[src/rtl/tts_pkg.sv]
// Shared types and constants for the tournament tree sorter.
// No dependencies; the interfaces, front end, queue, engine and top refer to it by scoped names.
package tts_pkg;

	localparam int VALUE_W       = 64;
	localparam int DEF_MAX_ITEMS = 64;
	localparam int QUEUE_AW      = 1;
	localparam int QUEUE_DEPTH   = 2 ** QUEUE_AW;

	localparam logic signed [VALUE_W-1:0] TOP_VALUE = {1'b0, {(VALUE_W-1){1'b1}}};

	// one classified item on its way from the front to the back
	typedef struct packed {
		logic signed [VALUE_W-1:0] value;
		logic                      close;
	} tts_entry_t;

endpackage

[src/rtl/tts_if.sv]
// Valid/ready channel interfaces for the sorter's input and result items.
// Depends on tts_pkg for the value width.
interface tts_in_if;
	logic                               valid;
	logic                               ready;
	logic signed [tts_pkg::VALUE_W-1:0] value;
	logic                               last;

	modport source (output valid, output value, output last, input ready);
	modport sink (input valid, input value, input last, output ready);
endinterface


[src/rtl/tts_front.sv]
// Front end: accepts input items, counts the set and marks the item that closes it.
// Depends on tts_pkg and tts_if.
module tts_front #(
	parameter int MAX_ITEMS = tts_pkg::DEF_MAX_ITEMS
) (
	input  logic                clk,
	input  logic                arst_n,
	tts_in_if.sink              items,
	output logic                push_valid,
	input  logic                push_ready,
	output tts_pkg::tts_entry_t push_entry
);

	localparam int CNT_W = $clog2(MAX_ITEMS);

	logic [CNT_W-1:0] item_count_q;
	logic             close;

	// a full set closes even without the last flag
	assign close = items.last || (item_count_q == CNT_W'(MAX_ITEMS - 1));

	assign items.ready       = push_ready;
	assign push_valid        = items.valid;
	assign push_entry.value  = items.value;
	assign push_entry.close  = close;

	always_ff @(posedge clk or negedge arst_n) begin
		if (!arst_n) begin
			item_count_q <= '0;
		end else if (items.valid && push_ready) begin
			item_count_q <= close ? '0 : item_count_q + 1'b1;
		end
	end

endmodule

[src/flat_wrapper.sv]
// flat-port wrapper written by rule: the top's interface ports become plain ports
module tts_front_flat 
#(
	parameter int MAX_ITEMS = tts_pkg::DEF_MAX_ITEMS
)
  (clk, arst_n, push_valid, push_ready, push_entry, items_valid, items_value, items_last, items_ready);
  tts_in_if items_i ();
  input  logic clk;
  input  logic arst_n;
  output logic push_valid;
  input  logic push_ready;
  output tts_pkg::tts_entry_t push_entry;
  input wire logic [$bits(items_i.valid)-1:0] items_valid;
  input wire logic [$bits(items_i.value)-1:0] items_value;
  input wire logic [$bits(items_i.last)-1:0] items_last;
  output wire logic [$bits(items_i.ready)-1:0] items_ready;
  assign items_i.valid = items_valid;
  assign items_i.value = items_value;
  assign items_i.last = items_last;
  assign items_ready = items_i.ready;
  tts_front #(.MAX_ITEMS(MAX_ITEMS)) u_core (.clk(clk), .arst_n(arst_n), .items(items_i), .push_valid(push_valid), .push_ready(push_ready), .push_entry(push_entry));
endmodule
[config.mk]
export PLATFORM = sky130hd
export DESIGN_NAME = tts_front_flat
export DESIGN_NICKNAME = d
export VERILOG_FILES = /design/src/rtl/tts_pkg.sv /design/src/rtl/tts_if.sv /design/src/rtl/tts_front.sv /design/src/flat_wrapper.sv
export SDC_FILE = /design/constraint.sdc
export NUM_CORES = 1
export LEC_CHECK = 0
export BUFFER_PORTS_ARGS = -buffer_cell sky130_fd_sc_hd__buf_2
export CORE_MARGIN = 2
export CORE_UTILIZATION = 31
export DETAILED_ROUTE_END_ITERATION = 6
export GPL_ROUTABILITY_DRIVEN = 0
export MAX_ROUTING_LAYER = met4
export PLACE_DENSITY = 0.86
export SYNTH_ARGS = -nofsm -noshare
export SYNTH_HDL_FRONTEND = slang
export SYNTH_SLANG_ARGS = --single-unit
[constraint.sdc]
create_clock -name clk -period 4.3 [get_ports clk]
set_clock_uncertainty 0.2 [all_clocks]
set_input_delay 0.645 -clock clk [delete_from_list [all_inputs] [get_ports clk]]
set_output_delay 0.645 -clock clk [all_outputs]
set_load 0.01 [all_outputs]
==> results of run 1 <==
final timing paths:
check | from | end | slack (ns) | cells after the start
setup / recovery | u_core.item_count_q[0] | push_entry[0] | 2.04 | 4
hold / removal | arst_n | u_core.item_count_q[4] | 0.02 | 1
setup reg to reg | u_core.item_count_q[0] | u_core.item_count_q[3] | 2.83 | 4
hold reg to reg | u_core.item_count_q[4] | u_core.item_count_q[4] | 0.31 | 1
max in group asynchronous | arst_n | u_core.item_count_q[0] | 3.74 | 1
min in group clk | u_core.item_count_q[4] | u_core.item_count_q[4] | 0.31 | 1
layer usage:
metal | track usage (%) | part of all wire [%]
met4 | 11.6 | 11
met3 | 5.76 | 20
met1 | 6.67 | 28
met5 | - | 0
met2 | 10.6 | 41
through the flow:
| stage | std cells | hold WS (ns) | cell area (um2) | total power [uW] |
|---|---|---|---|---|
| 3_5_place_dp | 76 | 0.270 | 424 | 114 |
| 5_1_grt | 79 | 0.00442 | 447 | 179 |
| 4_1_cts | 79 | 0.0165 | 447 | 164 |
| 6_report | 79 | 0.0203 | 447 | 161 |
| 2_1_floorplan | 105 | 0.149 | 853 | 163 |
| 3_3_place_gp | 76 | 0.273 | 424 | 111 |
power breakdown:
group	leakage (uW)	internal [uW]	switching (uW)	total, uW
Clock	0.0000138	31.3	16.9	48.2
Combinational	0.000104	15.6	16.0	31.5
Sequential	0.0000726	66.7	14.7	81.4
Total	0.000190	114	47.5	161
synthesized netlist by cell type:
| library cell | n |
|---|---|
| o21ai_0 | 6 |
| and3b_1 | 1 |
| and4b_2 | 1 |
| nand3_1 | 3 |
| ha_1 | 1 |
| dfrtp_1 | 6 |
| a31oi_1 | 1 |
| buf_4 | 67 |
| inv_1 | 1 |
| nand2_1 | 7 |
| o21bai_1 | 1 |
| a21oi_1 | 2 |
| mux2i_1 | 1 |
| a21bo_2 | 1 |
| nand3_2 | 1 |
| nand2b_1 | 1 |
| nand3b_1 | 1 |
| o41a_1 | 1 |
| o31ai_1 | 1 |
| or2_2 | 1 |
cells by family (layout without fill, tap and decap cells):
| kind of cell | Yosys count | count (layout) | share of synthesized area, % |
|---|---|---|---|
| buffers and inverters | 68 | 11 | 59.4 |
| muxes | 1 | 1 | 1.17 |
| AOI/OAI and AO/OA | 13 | 13 | 9.68 |
| DFF | 6 | 6 | 17.6 |
| adders and majority gates | 1 | 1 | 1.47 |
| and+or+nand+nor | 16 | 16 | 10.7 |
worst reg2reg max path: stages (launching register included):
cell and delay, ns:
dfrtp_1 0.39, ha_1 0.24, nand2_1 0.11, o21bai_1 0.26, o21ai_0 0.15
cell type report:
type / count / area, um2 / share of cell area [%]
Clock buffer: 3 / 22.5 / 5.04
Inverter: 1 / 3.75 / 0.840
Multi-Input combinational cell: 31 / 196 / 44.0
Sequential cell: 6 / 150 / 33.6
Tap cell: 31 / 38.8 / 8.68
Timing Repair Buffer: 7 / 35.0 / 7.84
==> results.sh, run 1 <==
export IMPL_ys_seq_elements=6
export IMPL_power_leakage_uw=0.000190
export IMPL_worst_slack_ns=2.04
export IMPL_min_path_type="input port to asynchronous set/reset pin"
export IMPL_largest_register_ff_count=6
export IMPL_drt_pass1_iter_count=4
export IMPL_cp_num_buf_inv=1
export IMPL_vias=397
export IMPL_drive_gt1_share_pct=29.2
export IMPL_period_needed_ns=2.26
export IMPL_io_buffers=7
export IMPL_cts_max_level=1
export IMPL_wl_per_cell_um=16.2
export IMPL_worstPathArrival_ns=1.41
export IMPL_routed_wl_um=1280
export IMPL_cts_setup_buffers=0
export IMPL_worst_setup_path_start_kind="flip-flop"
export IMPL_hold_viol=0
export IMPL_synth_cell_types=20
export IMPL_cpMaxStageDelayCell="dfrtp_1"
export IMPL_synth_top_cell_area_share_pct=58.9
export IMPL_period_share_pct=52.5
export IMPL_drtIter0Drc=19
export IMPL_slowest_delay_ns=0.39
export IMPL_core_area_um2=2690
export IMPL_worst_path_max_fanout=5
export IMPL_rsz0062_at_grt="false"
export IMPL_hold_buffers=0
export IMPL_synth_top_cell_by_area="buf_4"
export IMPL_fmax_ghz=0.443
export IMPL_grt_antenna_before_repair=0
export IMPL_die_w_um=56.5
export IMPL_antenna_left=0
export IMPL_fillers=301
export IMPL_overflow=0
export IMPL_synthesis_area_um2=853
export IMPL_post_route_util_pct=16.6
export IMPL_dp_slack_ns=2.30
export IMPL_criticalPathCategory="flip-flop to output port"
export IMPL_path_clk_slew_ns=0.04
export IMPL_slew_headroom_pct=83.4
export IMPL_ir_drop_mv=0.128
export IMPL_drc=0
export IMPL_worstPathRequired_ns=3.45
export IMPL_slew_viol_final=0
export IMPL_synth_area_leaders="buf_4 (59%), dfrtp_1 (18%), o21ai_0 (3.5%)"
export IMPL_clk_latency_ns=0.23
export IMPL_ys_warn_count=0
export IMPL_worstMarginPinSlew_ns=0.249
export IMPL_syn_avg_cell_area_um2=8.13
export IMPL_status="finished, final reports clean"
export IMPL_grt_max_degree=8
export IMPL_setup_viol=0
export IMPL_top_regs="u_core.item_count_q x6"
export IMPL_area_growth_pct=-47.7
export IMPL_syn_nets=175
export IMPL_grt_pass1_vias=395
export IMPL_cp_end_kind="output port"
export IMPL_cts_tree="yes"
export IMPL_design_die_area_um2=3190
export IMPL_final_cell_mix="nand2_1 (7), buf_2 (7), o21ai_0 (6), dfrtp_1 (6)"
export IMPL_hpwl_um=1030
export IMPL_grt_pass1_wl_um=1980
export IMPL_finalSetupTns_ns=0
export IMPL_num_rows=19
export IMPL_drv_cap=0
export IMPL_die_height_um=56.5
export IMPL_syn_inst=105
export IMPL_largest_register="u_core.item_count_q"
export IMPL_initial_core_util_pct=31.8
export IMPL_synth_seq_area_share_pct=17.6
export IMPL_crit_chain="ha_1, nand2_1, o21bai_1, buf_2"
export IMPL_ioPinCount=136
export IMPL_cpLargestDelayFamily="flip-flops"
export IMPL_antenna_cells=0
export IMPL_cts_resized=0
export IMPL_grt_use_total_pct=8.35
export IMPL_clockBufferDepth=2
export IMPL_cts_root_buf="clkbuf_4"
export IMPL_cts_buffers=3
export IMPL_clock_sinks=6
export IMPL_final_nets=120
export IMPL_powerDensity_nw_per_um2=361
export IMPL_vias_per_cell=5.03
(Power assumes the default switching activity.)
==> inputs of run 2 (changes only) <==
Settings changed: ABC_AREA from default to 1, CORE_UTILIZATION 31 to 28, PLACE_DENSITY 0.86 to 0.79.
Clock period 4.3 ns to 2.4 ns, I/O delays scaled along.
==> results.sh, run 2 <==
export IMPL_syn_avg_cell_area_um2=7.56
export IMPL_clk_latency_ns=0.24
export IMPL_initial_core_util_pct=28.7
export IMPL_syn_inst=113
export IMPL_antenna_cells=0
export IMPL_ys_async_sr_fraction_pct=100
export IMPL_criticalPathCategory="flip-flop to output port"
export IMPL_period_share_pct=73.6
export IMPL_status="finished, final reports clean"
export IMPL_worstMarginPinSlew_ns=0.167
export IMPL_synth_top_cell_by_area="buf_4"
export IMPL_top_regs="u_core.item_count_q x6"
export IMPL_rsz0062_at_grt="false"
export IMPL_r2r_cells=6
export IMPL_drive_gt1_share_pct=26.3
export IMPL_min_path_type="input port to asynchronous set/reset pin"
export IMPL_worstPathRequired_ns=1.84
export IMPL_slew_viol_final=0
export IMPL_clkPwrFrac_pct=35.6
export IMPL_switching_power_uw=59.6
export IMPL_hold_buffers=1
export IMPL_cts_max_level=1
export IMPL_design_die_area_um2=3510
export IMPL_worstPathArrival_ns=1.21
export IMPL_final_common_cell="nand2_1"
export IMPL_io_buffers=7
export IMPL_drc=0
export IMPL_cts_tree="yes"
export IMPL_syn_nets=183
export IMPL_vias_per_cell=4.10
export IMPL_total_power_uw=243
export IMPL_num_rows=20
export IMPL_power_frac_comb_pct=15.4
export IMPL_drv_cap=0
export IMPL_worst_path_max_fanout=4
export IMPL_worst_setup_path_start_kind="flip-flop"
export IMPL_setup_viol=0
export IMPL_grt_pass1_wl_um=1650
export IMPL_synth_most_common_cell="buf_4"
export IMPL_wl_per_cell_um=12.0
export IMPL_powerDensity_nw_per_um2=527
export IMPL_grt_antenna_before_repair=0
export IMPL_drtIter0Drc=5
export IMPL_largest_register_ff_count=6
export IMPL_synth_seq_area_share_pct=17.6
export IMPL_cpMaxStageDelayCell="dfrtp_1"
export IMPL_die_height_um=59.2
export IMPL_cpLargestDelayFamily="flip-flops"
export IMPL_cts_resized=0
export IMPL_power_leakage_uw=0.000245
export IMPL_period_needed_ns=1.77
export IMPL_routed_wl_um=1080
export IMPL_synth_edff_count=0
export IMPL_internal_power_uw=183
export IMPL_hold_viol=0
export IMPL_synth_commonest_cells="buf_4 (67), nand2_1 (14), inv_1 (7), dfrtp_1 (6), nor2_1 (4)"
export IMPL_vias=369
export IMPL_path_clk_slew_ns=0.04
export IMPL_cts_setup_buffers=0
export IMPL_ioPinCount=136
export IMPL_overflow=0
export IMPL_ir_drop_mv=0.256
export IMPL_grt_use_total_pct=6.69
export IMPL_ys_warn_count=0
export IMPL_cp_num_buf_inv=1
export IMPL_clockBufferDepth=2
export IMPL_largest_register="u_core.item_count_q"
export IMPL_slowest_delay_ns=0.36
export IMPL_p_seq_share_pct=49.0
export IMPL_slew_headroom_pct=88.7
export IMPL_synthesis_area_um2=855
export IMPL_synth_area_leaders="buf_4 (59%), dfrtp_1 (18%), nand2_1 (6.1%)"
export IMPL_grt_max_degree=7
export IMPL_antenna_left=0
export IMPL_hpwl_um=882
export IMPL_finalSetupTns_ns=0
export IMPL_cp_end_kind="output port"
export IMPL_synth_cell_types=17
export IMPL_drt_pass1_iter_count=2
export IMPL_area_growth_pct=-46.1
export IMPL_clock_sinks=6
export IMPL_synth_top_cell_area_share_pct=58.9
export IMPL_cp_depth=4
export IMPL_switching_share_pct=24.6
export IMPL_cts_root_buf="clkbuf_4"
export IMPL_final_nets=129
export IMPL_die_w_um=59.2
export IMPL_grt_pass1_vias=369
export IMPL_ys_flop_type="dfrtp_1"
export IMPL_crit_chain="ha_1, nand3_2, o21bai_4, buf_2"
export IMPL_cts_buffers=3
export IMPL_fmax_ghz=0.566
export IMPL_core_area_um2=2980
export IMPL_final_cell_mix="nand2_1 (14), inv_1 (7), buf_2 (7), dfrtp_1 (6), nor2_1 (4)"
export IMPL_ys_seq_elements=6
## run 2: cell count changes in the layout (fill, tap and decap cells not counted), sizes merged, moves of 2 or more
cell   delta
o21ai     -4
nand2     +8
inv       +7
nor2      +5
nand4     +2
## run 2: cell type report
cell class / instances / area (um2)
clock buffer: 3 / 22.5
fill: 327 / 2520
inverter: 9 / 33.8
multi-input combinational: 31 / 168
sequential: 6 / 150
tap: 33 / 41.3
timing repair buffer: 8 / 45.0
## run 2: per-stage QoR
stage | area [um2] | instances | worst slack, ns | utilization (%) | hold slack [ns]
2_1_floorplan | 855 | 113 | 0.958 | - | -0.136
3_3_place_gp | 428 | 86 | 0.919 | 14.4 | -0.0111
3_5_place_dp | 428 | 86 | 0.876 | 14.4 | -0.0112
4_1_cts | 460 | 90 | 0.621 | 15.5 | 0.262
5_1_grt | 460 | 90 | 0.535 | 15.5 | 0.274
6_report | 460 | 90 | 0.634 | 15.5 | 0.266
## run 2: power groups by stage
stage,Sequential [uW],Clock (uW),Combinational [uW]
final,119,86.5,37.3
after global routing,120,98.4,45.5
after CTS,119,93.4,38.2
after detailed placement,120,0,36.2
after global placement,119,0,36.9
after floorplan,119,0,137
## run 2: cells by family (layout without fill, tap and decap cells)
kind of cell	after synthesis	in the layout	synth area share [%]
compound gates	4	4	3.95
xor+xnor	1	1	1.03
fa+ha+maj	1	1	1.46
buf+inv	76	20	62.8
flops	6	6	17.6
simple gates	25	25	13.2
## run 2: worst paths after layout
kind	from	end	slack [ns]
worst max-delay path	u_core.item_count_q[1]	push_entry[0]	0.63
worst min-delay path	arst_n	u_core.item_count_q[5]	0.27
worst max register to register	u_core.item_count_q[1]	u_core.item_count_q[2]	1.08
worst min register to register	u_core.item_count_q[0]	u_core.item_count_q[0]	0.32
max in group asynchronous	arst_n	u_core.item_count_q[0]	1.59
min in group clk	items_last	u_core.item_count_q[0]	0.27
## run 2: worst register-to-register path: cells and delay by family, from the launching register on
family	cells	cell delay [ns]
compound gates	1	0.16
simple gates	3	0.23
fa+ha+maj	1	0.19
buf+inv	1	0.06
flops	1	0.36
## run 2: metal layers
layer	GRT usage, %	vias to the layer above	part of all wire [%]
met1	5.21	144	31
met5	-	-	0
li1	-	167	-
met4	11.7	0	9.0
met2	7.06	38	39
met3	5.24	20	20
==> inputs of run 3 (changes only) <==
Settings changed: ABC_AREA 1 to 0, CORE_UTILIZATION 28 to 26, PLACE_DENSITY 0.79 to 0.77.
Clock period 2.4 ns to 1.4 ns, I/O delays scaled along.
==> results.sh, run 3 (synthesis gave the netlist of run 1 again) <==
export IMPL_status="finished with violations"
export IMPL_violations="setup timing"
export IMPL_grt_use_total_pct=9.85
export IMPL_grt_antenna_before_repair=0
export IMPL_wl_per_cell_um=15.5
export IMPL_setup_viol=7
export IMPL_internal_power_uw=425
export IMPL_regArea_um2=150
export IMPL_r2r_cells=6
export IMPL_antenna_left=0
export IMPL_overflow=0
export IMPL_slew_viol_final=0
export IMPL_fmax_ghz=0.641
export IMPL_worst_slack_ns=-0.159
export IMPL_final_common_cell="buf_4"
export IMPL_power_leakage_uw=0.000271
export IMPL_ir_drop_mv=0.264
export IMPL_holdWs_ns=0.0850
export IMPL_worstPathRequired_ns=0.99
export IMPL_slew_headroom_pct=88.5
export IMPL_worst_path_max_fanout=2
export IMPL_stdcell_count=107
export IMPL_placed_cells=97
export IMPL_cts_root_buf="clkbuf_4"
export IMPL_whs_path_depth=3
export IMPL_multi_input_area_um2=224
export IMPL_cpMaxStageDelayCell="dfrtp_1"
export IMPL_worst_setup_path_start_kind="flip-flop"
export IMPL_worstPathArrival_ns=1.15
export IMPL_grt_max_degree=8
export IMPL_grt_pass1_vias=473
export IMPL_vias_per_cell=4.35
export IMPL_final_nets=135
export IMPL_period_share_pct=111
export IMPL_drc=0
export IMPL_slowest_delay_ns=0.35
export IMPL_crit_chain="ha_2, nand2_2, o21bai_4, buf_6"
export IMPL_min_path_type="input port to flip-flop"
export IMPL_largest_register_ff_count=6
export IMPL_holdPathEnd="u_core.item_count_q[1]"
export IMPL_clk_latency_ns=0.26
export IMPL_clkPwrFrac_pct=28.1
export IMPL_crit_path_start="u_core.item_count_q[1]"
export IMPL_rr_startpoint="u_core.item_count_q[1]"
export IMPL_hold_viol=0
export IMPL_cts_buffers=3
export IMPL_drv_cap=0
export IMPL_switching_power_uw=199
export IMPL_power_frac_comb_pct=34.7
export IMPL_initial_core_util_pct=27.7
export IMPL_cts_tree="yes"
export IMPL_hp_start="push_ready"
export IMPL_rsz0062_at_grt="true"
export IMPL_drt_pass1_iter_count=4
export IMPL_grt_pass1_wl_um=2450
export IMPL_switching_share_pct=31.9
export IMPL_die_w_um=61.3
export IMPL_p_seq_share_pct=37.2
export IMPL_die_height_um=61.3
export IMPL_dp_slack_ns=-0.0475
export IMPL_largest_register="u_core.item_count_q"
export IMPL_design_die_area_um2=3760
export IMPL_io_buffers=7
export IMPL_clockBufferDepth=2
export IMPL_powerDensity_nw_per_um2=1010
export IMPL_r2r_end="u_core.item_count_q[2]"
export IMPL_area_growth_pct=-27.6
export IMPL_cts_max_level=1
export IMPL_cp_end_kind="output port"
export IMPL_clock_sinks=6
export IMPL_num_rows=20
export IMPL_antenna_cells=0
export IMPL_core_area_um2=3080
export IMPL_final_cell_mix="buf_4 (12), nand2_1 (6), buf_2 (6), dfrtp_1 (6)"
export IMPL_path_clk_slew_ns=0.05
export IMPL_vias=465
export IMPL_drtIter0Drc=17
export IMPL_drive_gt1_share_pct=52.4
export IMPL_ioPinCount=136
export IMPL_hpwl_um=1160
export IMPL_top_regs="u_core.item_count_q x6"
export IMPL_routed_wl_um=1660
export IMPL_period_needed_ns=1.56
export IMPL_worstMarginPinSlew_ns=0.172
export IMPL_fillers=346
export IMPL_r2r_slack_ns=-0.16
export IMPL_criticalPathCategory="flip-flop to output port"
==> run 3: changes by cell type in the layout (fill, tap and decap cells not counted), moves of 2 or more <==
cell | before | now
buf_4 | 0 | 12
nand2_1 | 14 | 6
inv_1 | 7 | 1
nor2_1 | 4 | 0
o21ai_1 | 0 | 3
buf_6 | 0 | 2
nand4_1 | 2 | 0
o21ai_2 | 0 | 2
==> run 3: worst max path at each step <==
| stage | to | slack (ns) | cells after the start |
|---|---|---|---|
| floorplan | push_entry[0] | 0.003 | 4 |
| global placement | u_core.item_count_q[2] | 0.01 | 5 |
| detailed placement | push_entry[0] | -0.05 | 4 |
| CTS | push_entry[0] | -0.18 | 4 |
| global route | push_entry[0] | -0.22 | 4 |
| finish | push_entry[0] | -0.16 | 4 |
==> run 3: layout make-up <==
class | instances | share of cell area, %
clock buffer | 3 | 3.64
inverter | 1 | 0.607
multi-input combinational | 31 | 36.2
sequential | 6 | 24.3
tap | 44 | 8.91
timing repair buffer | 22 | 26.3
==> run 3: routing by layer <==
layer	GRT usage (%)	part of all wire, %	vias up
met5	-	0	-
met4	11.8	10	0
met2	11.4	41	29
li1	-	-	190
met1	9.39	35	216
met3	7.14	14	30
==> run 3: critical path: cells and delay by family, from the launching register on <==
| family | cells | cell delay (ns) |
|---|---|---|
| AOI/OAI and AO/OA | 1 | 0.15 |
| adders and majority gates | 1 | 0.19 |
| buffers and inverters | 1 | 0.12 |
| DFF | 1 | 0.35 |
| and+or+nand+nor | 1 | 0.08 |
==> run 3: power groups by stage <==
stage / registers [uW] / logic, uW / clock network [uW]
6_report: 232 / 216 / 175
3_3_place_gp: 231 / 157 / 0
4_1_cts: 231 / 196 / 182
2_1_floorplan: 240 / 262 / 0
5_1_grt: 238 / 240 / 188
3_5_place_dp: 232 / 163 / 0
==> run 3: what timing repair did <==
item / 4_1_cts / 5_1_grt
gates resized for setup: 8 / 5
pin swaps: 2 / 2
endpoints found under the hold margin: 7 / 0
endpoints found under the setup margin: 3 / 7
setup buffers: 3 / 2
hold buffers: 2 / 0
==> run 3: through the flow <==
step | setup TNS, ns | total power [uW] | instance area [um2] | utilization (%)
2_1_floorplan | 0 | 502 | 856 | -
4_1_cts | -0.389 | 608 | 596 | 19.3
3_3_place_gp | 0 | 388 | 503 | 16.3
6_report | -0.442 | 623 | 618 | 20.1
5_1_grt | -0.859 | 666 | 618 | 20.1
3_5_place_dp | -0.0552 | 396 | 503 | 16.3
