`src/rtl/tts_pkg.sv`:
```
// Shared types and constants for the tournament tree sorter.
// No dependencies; the interfaces, front end, queue, engine and top refer to it by scoped names.
package tts_pkg;

	localparam int VALUE_W       = 64;
	localparam int DEF_MAX_ITEMS = 64;
	localparam int QUEUE_AW      = 1;
	localparam int QUEUE_DEPTH   = 2 ** QUEUE_AW;

	localparam logic signed [VALUE_W-1:0] TOP_VALUE = {1'b0, {(VALUE_W-1){1'b1}}};

	// one classified item on its way from the front to the back
	typedef struct packed {
		logic signed [VALUE_W-1:0] value;
		logic                      close;
	} tts_entry_t;

endpackage

```
`src/rtl/tts_queue.sv`:
```
// Short FIFO that decouples the front end from the sort engine.
// Depends on tts_pkg.
module tts_queue (
	input  logic                clk,
	input  logic                arst_n,
	input  logic                push_valid,
	output logic                push_ready,
	input  tts_pkg::tts_entry_t push_entry,
	output logic                pop_valid,
	input  logic                pop_ready,
	output tts_pkg::tts_entry_t pop_entry
);

	localparam int AW = tts_pkg::QUEUE_AW;

	tts_pkg::tts_entry_t entries_q [tts_pkg::QUEUE_DEPTH];
	logic [AW-1:0]       wr_ptr_q;
	logic [AW-1:0]       rd_ptr_q;
	logic [AW:0]         cnt_q;
	logic                do_push;
	logic                do_pop;

	assign push_ready = (cnt_q != (AW+1)'(tts_pkg::QUEUE_DEPTH));
	assign pop_valid  = (cnt_q != '0);
	assign pop_entry  = entries_q[rd_ptr_q];
	assign do_push    = push_valid && push_ready;
	assign do_pop     = pop_valid && pop_ready;

	always_ff @(posedge clk) begin
		if (do_push) begin
			entries_q[wr_ptr_q] <= push_entry;
		end
	end

	always_ff @(posedge clk or negedge arst_n) begin
		if (!arst_n) begin
			wr_ptr_q <= '0;
			rd_ptr_q <= '0;
			cnt_q    <= '0;
		end else begin
			if (do_push) begin
				wr_ptr_q <= wr_ptr_q + 1'b1;
			end
			if (do_pop) begin
				rd_ptr_q <= rd_ptr_q + 1'b1;
			end
			case ({do_push, do_pop})
				2'b10:   cnt_q <= cnt_q + 1'b1;
				2'b01:   cnt_q <= cnt_q - 1'b1;
				default: cnt_q <= cnt_q;
			endcase
		end
	end

endmodule

```
`config.mk`:
```
export PLATFORM = sky130hd
export DESIGN_NAME = tts_queue
export DESIGN_NICKNAME = d
export VERILOG_FILES = /design/src/rtl/tts_pkg.sv /design/src/rtl/tts_queue.sv
export SDC_FILE = /design/constraint.sdc
export NUM_CORES = 1
export LEC_CHECK = 0
export BUFFER_PORTS_ARGS = -buffer_cell sky130_fd_sc_hd__buf_2
export CAP_MARGIN = 10
export CORE_AREA = 2 2 98 100
export DETAILED_ROUTE_END_ITERATION = 10
export DIE_AREA = 0 0 100 102
export PLACE_DENSITY = 0.83
export SYNTH_ARGS = -nofsm -noshare
export SYNTH_HDL_FRONTEND = slang
export SYNTH_SLANG_ARGS = --single-unit
```
`constraint.sdc`:
```
create_clock -name clk -period 10.1 [get_ports clk]
set_clock_uncertainty 0.2 [all_clocks]
set_input_delay 2.02 -clock clk [delete_from_list [all_inputs] [get_ports clk]]
set_output_delay 2.02 -clock clk [all_outputs]
set_load 0.01 [all_outputs]
```
==> results of run 1 <==
==> path summary, 6_finish.rpt <==
check,end
worst min-delay path,cnt_q[1]
max in group asynchronous,rd_ptr_q
worst max register to register,entries_q[1][52]
min in group asynchronous,wr_ptr_q
worst max-delay path,pop_entry[41]
worst min register to register,cnt_q[1]
==> stage by stage <==
step | cells | area, um2 | hold slack [ns] | power (mW)
2_1_floorplan | 219 | 5047 | 0.2564 | 1.211
3_3_place_gp | 460 | 5823 | 0.2741 | 1.368
3_5_place_dp | 460 | 5823 | 0.2867 | 1.388
4_1_cts | 492 | 6392 | 0.3227 | 1.967
5_1_grt | 492 | 6392 | 0.3330 | 2.028
6_report | 492 | 6392 | 0.3171 | 1.942
==> registers in the layout, summed over array words and instances (netlist names) <==
register,cells
entries_q,130
cnt_q,2
rd_ptr_q,1
wr_ptr_q,1
==> logic make-up after synthesis <==
group / count (synthesis) / synth area share (%)
muxes: 65 / 17.48
adders and majority gates: 1 / 0.2479
DFF: 134 / 79.33
xor gates and xnor gates: 5 / 0.8678
and+or+nand+nor: 7 / 0.7687
buffers and inverters: 7 / 1.314
==> power by group <==
part	leakage [nW]	total, mW	internal (mW)	switching, mW
combinational	1.01	0.504	0.280	0.224
sequential	1.25	0.859	0.763	0.0961
clock	0.266	0.579	0.353	0.227
total	2.53	1.94	1.40	0.547
==> layout make-up <==
type | count | area (um2) | share of cell area [%]
clock inverter | 14 | 151.4 | 2.368
clock buffer | 18 | 417.9 | 6.537
sequential | 134 | 4008 | 62.69
multi-input combinational | 78 | 985.9 | 15.42
timing repair buffer | 137 | 690.7 | 10.80
tap | 111 | 138.9 | 2.173
==> routing by layer <==
layer,up-vias,track usage [%],share of wire (%)
li1,1167,-,-
met1,1186,17.94,40
met2,103,27.81,50
met3,15,6.156,8.1
met4,2,7.587,1.5
met5,-,0,0.084
==> cells in the final DEF, fill, tap and decap left out, types with 2 or more instances in the layout <==
cell type                    netlist  routed
sky130_fd_sc_hd__buf_2             2     135
sky130_fd_sc_hd__mux2_2           25      25
sky130_fd_sc_hd__buf_4             0       2
sky130_fd_sc_hd__xnor2_1           3       3
sky130_fd_sc_hd__mux2_4           40      40
sky130_fd_sc_hd__xor2_1            2       2
sky130_fd_sc_hd__clkinv_4          0       3
sky130_fd_sc_hd__clkinvlp_4        0       4
sky130_fd_sc_hd__clkbuf_16         0      16
sky130_fd_sc_hd__inv_6             0       3
sky130_fd_sc_hd__bufinv_16         0       2
sky130_fd_sc_hd__edfxtp_1        130     130
sky130_fd_sc_hd__dfrtp_1           4       3
==> worst max-delay path: stages (launching register included) <==
cell                      delay, ns
sky130_fd_sc_hd__dfrtp_4       1.10
sky130_fd_sc_hd__mux2_2        0.42
sky130_fd_sc_hd__buf_2         0.14
==> metrics.txt, run 1 <==
# TYPE chip_impl_metric gauge
chip_impl_metric{name="clk_pin_slew",unit="ns"} 0.06
chip_impl_metric{name="fraction_of_final_layout_cells_sized_beyond_drive_strength_1",unit="%"} 61.94
chip_impl_metric{name="power_per_cell_area",unit="nW/um2"} 303.9
chip_impl_metric{name="std_cell_rows",unit=""} 35
chip_impl_info{name="ys_dominant_reg_cell",value="sky130_fd_sc_hd__edfxtp_1"} 1
chip_impl_metric{name="vias_per_cell",unit=""} 5.026
chip_impl_info{name="tritoncts_clock_tree",value="built"} 1
chip_impl_metric{name="total_grt_usage",unit="%"} 16.17
chip_impl_metric{name="min_period_over_period",unit="%"} 44.37
chip_impl_metric{name="grt_max_degree",unit=""} 67
chip_impl_metric{name="max_clock_freq",unit="MHz"} 223.2
chip_impl_metric{name="synth_enable_flop_cells",unit=""} 130
chip_impl_metric{name="drc_violations_left",unit=""} 0
chip_impl_metric{name="leakagePower",unit="nW"} 2.530
chip_impl_metric{name="cts_buffer_depth",unit=""} 2
chip_impl_metric{name="post_synth_inst_count",unit=""} 219
chip_impl_metric{name="net_count_synth",unit=""} 289
chip_impl_metric{name="finalWorstPathRequiredPeriod",unit="ns"} 4.481
chip_impl_metric{name="post-dp-hpwl",unit="um"} 5459
chip_impl_metric{name="synth_cell_types",unit=""} 15
chip_impl_metric{name="r2r.worst_path.cells",unit=""} 3
chip_impl_metric{name="syn_area",unit="um2"} 5047
chip_impl_metric{name="timing.final.max_slew_violations",unit=""} 0
chip_impl_metric{name="number_of_clock_buffers_inserted_by_tritoncts",unit=""} 17
chip_impl_metric{name="p_r_area_growth_vs_syn",unit="%"} 26.65
chip_impl_metric{name="routed_wire_length_per_instance",unit="um"} 16.93
chip_impl_metric{name="die_height",unit="um"} 102
chip_impl_info{name="r2r_start",value="cnt_q[0]"} 1
chip_impl_metric{name="worstMarginPinSlew",unit="ns"} 1.090
chip_impl_info{name="worst_setup_path_start_kind",value="flop"} 1
chip_impl_info{name="min_path_type",value="reg2reg"} 1
chip_impl_metric{name="n_antenna_cell",unit=""} 0
chip_impl_metric{name="cts.hold.buffers_added",unit=""} 0
chip_impl_metric{name="detail_route.first_pass.iterations",unit=""} 4
chip_impl_metric{name="first_global_vias",unit=""} 2614
chip_impl_info{name="rsz0062_at_grt",value="no"} 1
chip_impl_metric{name="floorplan.initialDensity",unit="%"} 55.41
chip_impl_info{name="critPathLaunch",value="rd_ptr_q"} 1
chip_impl_info{name="clock_tree.root_cell",value="sky130_fd_sc_hd__clkbuf_8"} 1
chip_impl_metric{name="global_route_wire_length_before_repair",unit="um"} 12070
chip_impl_metric{name="post_synth.cell_area_avg",unit="um2"} 23.05
chip_impl_metric{name="crit_fanout",unit=""} 66
chip_impl_metric{name="slew-limit-headroom",unit="%"} 27.31
chip_impl_metric{name="clk_latency",unit="ns"} 0.50
chip_impl_metric{name="finalSetupViolCount",unit=""} 0
chip_impl_metric{name="place_ws",unit="ns"} 6.141
chip_impl_metric{name="antenna_left",unit=""} 0
chip_impl_metric{name="place.port_buffers",unit=""} 135
chip_impl_metric{name="vias",unit=""} 2473
chip_impl_info{name="yosys-top-cells-count",value="130 x sky130_fd_sc_hd__edfxtp_1, 40 x sky130_fd_sc_hd__mux2_4, 25 x sky130_fd_sc_hd__mux2_2, 5 x sky130_fd_sc_hd__buf_6, 4 x sky130_fd_sc_hd__dfrtp_1"} 1
chip_impl_metric{name="worst-endpoint-required",unit="ns"} 7.88
chip_impl_metric{name="drt-initial-drc-count",unit=""} 86
chip_impl_metric{name="core_area",unit="um2"} 9109
chip_impl_metric{name="async_flop_share",unit="%"} 2.985
chip_impl_metric{name="die-area",unit="um2"} 10200
chip_impl_metric{name="yosysTopAreaCellShare",unit="%"} 77.34
chip_impl_metric{name="worst-r2r-setup-slack",unit="ns"} 7.70
chip_impl_info{name="setup.worst_path.class",value="reg2out"} 1
chip_impl_metric{name="fin_nets",unit=""} 438
chip_impl_metric{name="cts_sinks",unit=""} 134
chip_impl_metric{name="arrival",unit="ns"} 2.26
chip_impl_metric{name="grt_remaining_overflow",unit=""} 0
chip_impl_info{name="most_instantiated_library_cell_after_synthesis",value="sky130_fd_sc_hd__edfxtp_1"} 1
chip_impl_metric{name="maxCapViolations",unit=""} 0
chip_impl_metric{name="post-route-util",unit="%"} 70.18
chip_impl_metric{name="post_cts_resized",unit=""} 0
chip_impl_metric{name="synth.ff_latch_count",unit=""} 134
chip_impl_metric{name="final_critical_path_setup_slack",unit="ns"} 5.619
chip_impl_metric{name="final-hold-violation-count",unit=""} 0
chip_impl_info{name="run_status",value="complete, no violations"} 1
chip_impl_info{name="yosys.area.top_type",value="sky130_fd_sc_hd__edfxtp_1"} 1
chip_impl_metric{name="ir_drop",unit="V"} 0.0001846
chip_impl_info{name="ys_top_cells_by_area",value="sky130_fd_sc_hd__edfxtp_1 77%, sky130_fd_sc_hd__mux2_4 12%, sky130_fd_sc_hd__mux2_2 5.6%, sky130_fd_sc_hd__dfrtp_1 2.0%, sky130_fd_sc_hd__buf_6 1.1%"} 1
chip_impl_info{name="hold_start",value="cnt_q[1]"} 1
chip_impl_metric{name="synth.yosys.seq_area_share",unit="%"} 79.33
chip_impl_info{name="cp-end-kind",value="output pin"} 1
chip_impl_metric{name="gp_routability_congestion",unit=""} 0.6808
chip_impl_metric{name="min_delay_path_depth",unit=""} 1
chip_impl_metric{name="cts-htree-levels",unit=""} 4
chip_impl_metric{name="num-fill-cells",unit=""} 594
chip_impl_metric{name="synth-warning-count",unit=""} 0
chip_impl_metric{name="ios",unit=""} 136
chip_impl_metric{name="cts_setup_buffers",unit=""} 0
chip_impl_metric{name="dieWidth",unit="um"} 100
chip_impl_metric{name="finalWirelength",unit="um"} 8330
chip_impl_metric{name="final.setup.tns",unit="ns"} 0
chip_impl_metric{name="antenna_found_initial",unit=""} 1
(Power assumes the default switching activity.)
==> run 2: changes to the inputs <==
ABC_AREA = 1   (was not set)
CORE_AREA = 2 2 101 103   (was 2 2 98 100)
DIE_AREA = 0 0 103 105   (was 0 0 100 102)
PLACE_DENSITY = 0.78   (was 0.83)
clock period = 4.5 ns   (was 10.1 ns; I/O delays follow)
==> run 2 against run 1 <==
Net effect: critical path type unchanged; sequential power rose by 110%; via count rose by 28%; worst setup slack got worse by 4.4 ns; global-route usage rose by 1.8 points; largest cell class unchanged; non-clock buffer count rose by 3; count of clock-buffer cells in the layout did not move; die area rose by 6.0%; critical path depth rose by 2; highest routed layer is now met4; power rose by 130%.
==> metrics.txt, run 2 <==
# TYPE chip_impl_metric gauge
chip_impl_info{name="worst_setup_path_start_kind",value="flop"} 1
chip_impl_metric{name="post_synth_inst_count",unit=""} 369
chip_impl_metric{name="max_clock_freq",unit="MHz"} 308.2
chip_impl_metric{name="finalWirelength",unit="um"} 9307
chip_impl_info{name="timing.rr.end",value="entries_q[1][11]"} 1
chip_impl_metric{name="cpPeakStageDelay",unit="ns"} 0.80
chip_impl_metric{name="r2r.worst_path.cells",unit=""} 5
chip_impl_info{name="tritoncts_clock_tree",value="built"} 1
chip_impl_metric{name="synth_cell_types",unit=""} 13
chip_impl_metric{name="vias",unit=""} 3167
chip_impl_info{name="r2r_start",value="cnt_q[0]"} 1
chip_impl_info{name="layout_common_cells",value="205 x sky130_fd_sc_hd__nand2_1, 135 x sky130_fd_sc_hd__buf_2, 130 x sky130_fd_sc_hd__edfxtp_1"} 1
chip_impl_metric{name="cts_setup_buffers",unit=""} 0
chip_impl_metric{name="largest_register_ffs",unit=""} 130
chip_impl_metric{name="maxCapViolations",unit=""} 0
chip_impl_metric{name="finalSetupViolCount",unit=""} 0
chip_impl_metric{name="async_flop_share",unit="%"} 2.985
chip_impl_metric{name="net_count_synth",unit=""} 439
chip_impl_info{name="min_path_type",value="reg2reg"} 1
chip_impl_metric{name="cts.hold.buffers_added",unit=""} 1
chip_impl_metric{name="yosysTopAreaCellShare",unit="%"} 79.09
chip_impl_metric{name="finalWorstPathRequiredPeriod",unit="ns"} 3.244
chip_impl_metric{name="arrival",unit="ns"} 2.14
chip_impl_info{name="path_delay_family",value="buffers and inverters"} 1
chip_impl_info{name="critical_path.most_common_cell",value="sky130_fd_sc_hd__nand2_1"} 1
chip_impl_metric{name="met1Wirelength",unit="um"} 3765
chip_impl_metric{name="timing.hold.ws",unit="ns"} 0.2949
chip_impl_info{name="run_status",value="complete, no violations"} 1
chip_impl_metric{name="post_synth.cell_area_avg",unit="um2"} 13.38
chip_impl_info{name="ys_top_cells_by_area",value="sky130_fd_sc_hd__edfxtp_1 79%, sky130_fd_sc_hd__nand2_1 16%, sky130_fd_sc_hd__dfrtp_1 2.0%, sky130_fd_sc_hd__buf_2 0.91%, sky130_fd_sc_hd__buf_4 0.76%"} 1
chip_impl_metric{name="synth-warning-count",unit=""} 0
chip_impl_metric{name="syn_area",unit="um2"} 4936
chip_impl_metric{name="place.port_buffers",unit=""} 135
chip_impl_metric{name="p_r_area_growth_vs_syn",unit="%"} 28.92
chip_impl_metric{name="drt-initial-drc-count",unit=""} 159
chip_impl_metric{name="antenna_left",unit=""} 0
chip_impl_metric{name="synth_enable_flop_cells",unit=""} 130
chip_impl_info{name="setup.worst_path.class",value="reg2out"} 1
chip_impl_metric{name="worst-r2r-setup-slack",unit="ns"} 2.08
chip_impl_metric{name="synth.ff_latch_count",unit=""} 134
chip_impl_metric{name="clk_latency",unit="ns"} 0.51
chip_impl_metric{name="fin_nets",unit=""} 584
chip_impl_metric{name="crit_fanout",unit=""} 66
chip_impl_metric{name="global_route_wire_length_before_repair",unit="um"} 14420
chip_impl_info{name="hold_start",value="cnt_q[0]"} 1
chip_impl_metric{name="gp_routability_congestion",unit=""} 0.7183
chip_impl_metric{name="die_height",unit="um"} 105
chip_impl_info{name="yosys.area.top_type",value="sky130_fd_sc_hd__edfxtp_1"} 1
chip_impl_metric{name="synth.yosys.seq_area_share",unit="%"} 81.12
chip_impl_metric{name="dieWidth",unit="um"} 103
chip_impl_metric{name="post_cts_resized",unit=""} 0
chip_impl_info{name="regMostFlops",value="entries_q"} 1
chip_impl_metric{name="power_per_cell_area",unit="nW/um2"} 695.4
chip_impl_metric{name="number_of_clock_buffers_inserted_by_tritoncts",unit=""} 17
chip_impl_metric{name="core_area",unit="um2"} 9639
chip_impl_metric{name="cts_sinks",unit=""} 134
chip_impl_metric{name="worst-path-buf-inv",unit=""} 2
chip_impl_metric{name="num-fill-cells",unit=""} 714
chip_impl_metric{name="clk_pin_slew",unit="ns"} 0.06
chip_impl_metric{name="drc_violations_left",unit=""} 0
chip_impl_metric{name="detail_route.first_pass.iterations",unit=""} 4
chip_impl_metric{name="vias_per_cell",unit=""} 4.806
chip_impl_metric{name="cts_buffer_depth",unit=""} 2
chip_impl_info{name="clock_tree.root_cell",value="sky130_fd_sc_hd__clkbuf_8"} 1
chip_impl_metric{name="std_cell_rows",unit=""} 36
chip_impl_metric{name="met2_length",unit="um"} 4637
chip_impl_metric{name="first_global_vias",unit=""} 3002
chip_impl_metric{name="worst-endpoint-required",unit="ns"} 3.40
chip_impl_metric{name="min_period_over_period",unit="%"} 72.09
chip_impl_metric{name="n_antenna_cell",unit=""} 0
chip_impl_metric{name="grt_max_degree",unit=""} 67
chip_impl_info{name="whs_endpoint",value="cnt_q[0]"} 1
chip_impl_metric{name="antenna_found_initial",unit=""} 0
chip_impl_metric{name="die-area",unit="um2"} 10820
chip_impl_info{name="cp-end-kind",value="output pin"} 1
chip_impl_info{name="mostFrequentLayoutCell",value="sky130_fd_sc_hd__nand2_1"} 1
chip_impl_info{name="rsz0062_at_grt",value="no"} 1
chip_impl_info{name="routed.top_layer",value="met4"} 1
chip_impl_info{name="ys_dominant_reg_cell",value="sky130_fd_sc_hd__edfxtp_1"} 1
chip_impl_metric{name="slew-limit-headroom",unit="%"} 25.01
chip_impl_metric{name="min_delay_path_depth",unit=""} 1
chip_impl_metric{name="floorplan.initialDensity",unit="%"} 51.21
chip_impl_metric{name="dr_wl_met3",unit="um"} 786
chip_impl_metric{name="ios",unit=""} 136
chip_impl_metric{name="routed_wire_length_per_instance",unit="um"} 14.12
chip_impl_metric{name="final.setup.tns",unit="ns"} 0
chip_impl_metric{name="final-hold-violation-count",unit=""} 0
chip_impl_metric{name="post-dp-hpwl",unit="um"} 5734
chip_impl_metric{name="timing.final.max_slew_violations",unit=""} 0
chip_impl_info{name="yosys-top-cells-count",value="205 x sky130_fd_sc_hd__nand2_1, 130 x sky130_fd_sc_hd__edfxtp_1, 9 x sky130_fd_sc_hd__buf_2, 6 x sky130_fd_sc_hd__inv_1, 5 x sky130_fd_sc_hd__buf_4"} 1
chip_impl_metric{name="worstMarginPinSlew",unit="ns"} 1.123
chip_impl_info{name="ordered_list_of_cells_on_the_worst_path",value="inv_2 > nand2_1 > nand2_1 > buf_2"} 1
chip_impl_metric{name="leakagePower",unit="nW"} 2.765
chip_impl_metric{name="ir_drop",unit="V"} 0.0003827
chip_impl_info{name="top_regs",value="entries_q: 130 flops, cnt_q: 2 flops"} 1
chip_impl_metric{name="fraction_of_final_layout_cells_sized_beyond_drive_strength_1",unit="%"} 32.70
chip_impl_info{name="most_instantiated_library_cell_after_synthesis",value="sky130_fd_sc_hd__nand2_1"} 1
chip_impl_info{name="crit_slowest_cell",value="sky130_fd_sc_hd__inv_2"} 1
chip_impl_metric{name="grt_remaining_overflow",unit=""} 0
chip_impl_metric{name="total_grt_usage",unit="%"} 18.00
chip_impl_metric{name="cts-htree-levels",unit=""} 4
## run 2: per-layer routing
metal | up-vias | global-route usage [%]
li1 | 1536 | -
met1 | 1484 | 22.36
met2 | 133 | 27.74
met3 | 14 | 7.826
met4 | 0 | 7.049
met5 | - | 0
## run 2: logic make-up (layout without fill, tap and decap cells)
kind of cell / Yosys count / in the layout / synth area share [%]
AOI/OAI and AO/OA: 1 / 1 / 0.1013
buffers and inverters: 21 / 178 / 2.205
xor gates and xnor gates: 1 / 1 / 0.1775
adders and majority gates: 1 / 1 / 0.2534
and+or+nand+nor: 211 / 211 / 16.15
DFF: 134 / 134 / 81.12
## run 2: where the power goes
part | switching, mW | internal, mW
logic | 0.851 | 0.416
registers | 0.0704 | 1.71
clock network | 0.488 | 0.893
total | 1.41 | 3.02
## run 2: worst max-delay path by stage
| stage | startpoint | to | slack (ns) | cells past startpoint |
|---|---|---|---|---|
| floorplan | push_valid | entries_q[1][0] | 0.08 | 2 |
| finish | rd_ptr_q | pop_entry[1] | 1.26 | 4 |
| CTS | rd_ptr_q | pop_entry[45] | 1.19 | 4 |
| detailed placement | push_valid | entries_q[1][11] | 1.61 | 4 |
| global route | rd_ptr_q | pop_entry[39] | 1.06 | 4 |
| global placement | push_valid | entries_q[1][11] | 1.66 | 4 |
## run 2: layout make-up
class | count | area, um2 | area share (%)
well taps | 133 | 166.4 | 2.615
flip-flops and latches | 134 | 4005 | 62.94
clock buffers | 18 | 417.9 | 6.567
repair buffers | 140 | 728.2 | 11.44
multi-input cells | 214 | 838.3 | 13.17
clock inverters | 13 | 181.4 | 2.851
inverters | 7 | 26.28 | 0.4129
## run 2: worst register-to-register path: stages (launching register included)
cell and delay (ns):
sky130_fd_sc_hd__dfrtp_1 0.37, sky130_fd_sc_hd__inv_1 0.08, sky130_fd_sc_hd__nand2_1 0.12, sky130_fd_sc_hd__nand2_1 0.17, sky130_fd_sc_hd__nor2_4 0.70, sky130_fd_sc_hd__buf_4 0.44
## run 2: per-stage QoR
stage          setup slack (ns)  cells  cell area, um2  total power [mW]  utilization (%)
2_1_floorplan           0.07608    369            4936             2.591                -
3_5_place_dp              1.612    627            5754             3.088            59.70
5_1_grt                   1.057    659            6364             4.679            66.02
3_3_place_gp              1.664    627            5754             3.046            59.70
4_1_cts                   1.185    659            6364             4.479            66.02
6_report                  1.256    659            6364             4.425            66.02
==> run 3: changes to the inputs <==
clock period = 3.2 ns   (was 4.5 ns; I/O delays follow)
==> run 3 against run 2 <==
Net effect: combinational power up 40%; register-to-register slack worse by 0.76 ns; final cell count up 0.30%; critical path type unchanged; largest power group unchanged.
==> metrics.txt, run 3 (same netlist as run 2, synthesis figures left out) <==
# TYPE chip_impl_metric gauge
chip_impl_info{name="run_status",value="complete, no violations"} 1
chip_impl_metric{name="p_total",unit="mW"} 6.063
chip_impl_metric{name="first_global_vias",unit=""} 3130
chip_impl_info{name="critPathLaunch",value="rd_ptr_q"} 1
chip_impl_metric{name="clk_pin_slew",unit="ns"} 0.06
chip_impl_metric{name="die-area",unit="um2"} 10820
chip_impl_metric{name="cts-htree-levels",unit=""} 4
chip_impl_metric{name="sequential_cell_area",unit="um2"} 4005
chip_impl_metric{name="place.detailed.instances",unit=""} 629
chip_impl_info{name="timing.rr.end",value="entries_q[0][51]"} 1
chip_impl_metric{name="p_sw",unit="mW"} 1.975
chip_impl_info{name="cp-end-kind",value="output pin"} 1
chip_impl_metric{name="sequentialPowerShare",unit="%"} 41.2
chip_impl_metric{name="finalSetupViolCount",unit=""} 0
chip_impl_metric{name="worst-r2r-setup-slack",unit="ns"} 1.32
chip_impl_metric{name="clk_latency",unit="ns"} 0.50
chip_impl_metric{name="largest_register_ffs",unit=""} 130
chip_impl_metric{name="p_r_area_growth_vs_syn",unit="%"} 28.24
chip_impl_metric{name="final-hold-violation-count",unit=""} 0
chip_impl_metric{name="vias_per_cell",unit=""} 4.719
chip_impl_metric{name="dieWidth",unit="um"} 103
chip_impl_metric{name="num-fill-cells",unit=""} 725
chip_impl_metric{name="arrival",unit="ns"} 1.86
chip_impl_info{name="regMostFlops",value="entries_q"} 1
chip_impl_metric{name="maxCapViolations",unit=""} 0
chip_impl_metric{name="p_comb_share",unit="%"} 29.3
chip_impl_metric{name="finalWirelength",unit="um"} 9244
chip_impl_metric{name="power.share.clock",unit="%"} 29.4
chip_impl_info{name="layout_common_cells",value="205 x sky130_fd_sc_hd__nand2_1, 135 x sky130_fd_sc_hd__buf_2, 130 x sky130_fd_sc_hd__edfxtp_1"} 1
chip_impl_metric{name="die_height",unit="um"} 105
chip_impl_metric{name="timing.final.max_slew_violations",unit=""} 0
chip_impl_metric{name="post-dp-hpwl",unit="um"} 5826
chip_impl_metric{name="crit_fanout",unit=""} 42
chip_impl_metric{name="cts_setup_buffers",unit=""} 0
chip_impl_metric{name="drt-initial-drc-count",unit=""} 190
chip_impl_info{name="worst_setup_path_start_kind",value="flop"} 1
chip_impl_metric{name="number_of_clock_buffers_inserted_by_tritoncts",unit=""} 17
chip_impl_info{name="mostFrequentLayoutCell",value="sky130_fd_sc_hd__nand2_1"} 1
chip_impl_metric{name="n_antenna_cell",unit=""} 0
chip_impl_info{name="tritoncts_clock_tree",value="built"} 1
chip_impl_metric{name="floorplan.initialDensity",unit="%"} 51.21
chip_impl_info{name="rsz0062_at_grt",value="no"} 1
chip_impl_metric{name="vias",unit=""} 3119
chip_impl_metric{name="p_sw_share",unit="%"} 32.58
chip_impl_metric{name="antenna_left",unit=""} 0
chip_impl_metric{name="drc_violations_left",unit=""} 0
chip_impl_metric{name="worst-endpoint-required",unit="ns"} 2.36
chip_impl_metric{name="cts_buffer_depth",unit=""} 2
chip_impl_metric{name="leakagePower",unit="nW"} 2.761
chip_impl_metric{name="internal_power",unit="mW"} 4.088
chip_impl_metric{name="routed_wire_length_per_instance",unit="um"} 13.98
chip_impl_info{name="setup.worst_path.class",value="reg2out"} 1
chip_impl_info{name="top_regs",value="entries_q: 130 flops, cnt_q: 2 flops"} 1
chip_impl_metric{name="cts_sinks",unit=""} 134
chip_impl_metric{name="grt_max_degree",unit=""} 67
chip_impl_metric{name="fraction_of_final_layout_cells_sized_beyond_drive_strength_1",unit="%"} 32.95
chip_impl_info{name="min_path_type",value="in2reg"} 1
chip_impl_metric{name="grt_remaining_overflow",unit=""} 0
chip_impl_metric{name="cell_count_final_fillers_out",unit=""} 661
chip_impl_metric{name="fin_nets",unit=""} 586
chip_impl_metric{name="total_grt_usage",unit="%"} 17.84
chip_impl_metric{name="antenna_found_initial",unit=""} 1
chip_impl_metric{name="worstMarginPinSlew",unit="ns"} 0.7033
chip_impl_metric{name="finalWorstPathRequiredPeriod",unit="ns"} 2.701
chip_impl_info{name="r2r_start",value="cnt_q[0]"} 1
chip_impl_info{name="hold_start",value="push_entry[40]"} 1
chip_impl_metric{name="global_route_wire_length_before_repair",unit="um"} 14370
chip_impl_info{name="whs_endpoint",value="entries_q[0][40]"} 1
chip_impl_metric{name="r2r.worst_path.cells",unit=""} 5
chip_impl_metric{name="post-route-util",unit="%"} 65.67
chip_impl_info{name="clock_tree.root_cell",value="sky130_fd_sc_hd__clkbuf_8"} 1
chip_impl_metric{name="final.setup.tns",unit="ns"} 0
chip_impl_metric{name="ios",unit=""} 136
chip_impl_metric{name="min_period_over_period",unit="%"} 84.41
chip_impl_metric{name="multi_input_area",unit="um2"} 838.3
chip_impl_metric{name="detail_route.first_pass.iterations",unit=""} 4
chip_impl_metric{name="ir_drop",unit="V"} 0.0004807
chip_impl_metric{name="place.port_buffers",unit=""} 135
chip_impl_metric{name="max_clock_freq",unit="MHz"} 370.2
chip_impl_metric{name="core_area",unit="um2"} 9639
chip_impl_metric{name="slew-limit-headroom",unit="%"} 53.11
chip_impl_metric{name="min_delay_path_depth",unit=""} 1
chip_impl_metric{name="power_per_cell_area",unit="nW/um2"} 957.9
chip_impl_metric{name="std_cell_rows",unit=""} 36
chip_impl_metric{name="gp_routability_congestion",unit=""} 0.7201
[run 3: per-stage QoR]
stage / hold WS [ns] / worst slack (ns) / instance area, um2
global placement: 0.2511 / 1.020 / 5769
global route: 0.09310 / 0.3316 / 6330
floorplan: 0.1444 / 0.1221 / 4941
finish: 0.1208 / 0.4987 / 6330
detailed placement: 0.2496 / 0.9982 / 5769
CTS: 0.09549 / 0.4467 / 6330
[run 3: power groups by stage]
stage	logic, mW	clock network, mW	registers (mW)
final	1.78	1.79	2.50
after global routing	2.00	1.89	2.53
after CTS	1.82	1.82	2.50
after detailed placement	1.81	0	2.54
after global placement	1.78	0	2.51
after floorplan	1.10	0	2.53
[run 3: how the worst max path moves through the flow]
stage	slack, ns	end	cells after the start
2_1_floorplan	0.12	entries_q[1][0]	2
3_3_place_gp	1.02	pop_entry[48]	5
3_5_place_dp	1.0	pop_entry[35]	5
4_1_cts	0.45	pop_entry[35]	5
5_1_grt	0.33	pop_entry[35]	5
6_report	0.50	pop_entry[35]	5
[run 3: critical path: stages (launching register included)]
cell and delay [ns]:
sky130_fd_sc_hd__dfrtp_2 0.40, sky130_fd_sc_hd__inv_2 0.34, sky130_fd_sc_hd__buf_12 0.27, sky130_fd_sc_hd__nand2_1 0.07
sky130_fd_sc_hd__nand2_1 0.09, sky130_fd_sc_hd__buf_2 0.14
[run 3: metal layers]
layer  up-vias  global-route usage (%)  routed length (um)
met4         2                   6.955                  87
met5         -                       0                  14
met2       110                   30.10                4628
met3        12                   7.090                 738
met1      1458                   20.02                3774
li1       1537                       -                   -
[run 3: final cells by class]
type                       count  area share [%]
multi-input combinational    214           13.24
sequential                   134           63.27
clock inverter                14           2.155
timing repair buffer         142           11.74
inverter                       7          0.4151
tap                          133           2.629
clock buffer                  17           6.543
[run 3: repair_timing]
action,CTS,global route
hold buffers,1,0
resized for setup,0,0
endpoints found under the hold margin,4,0
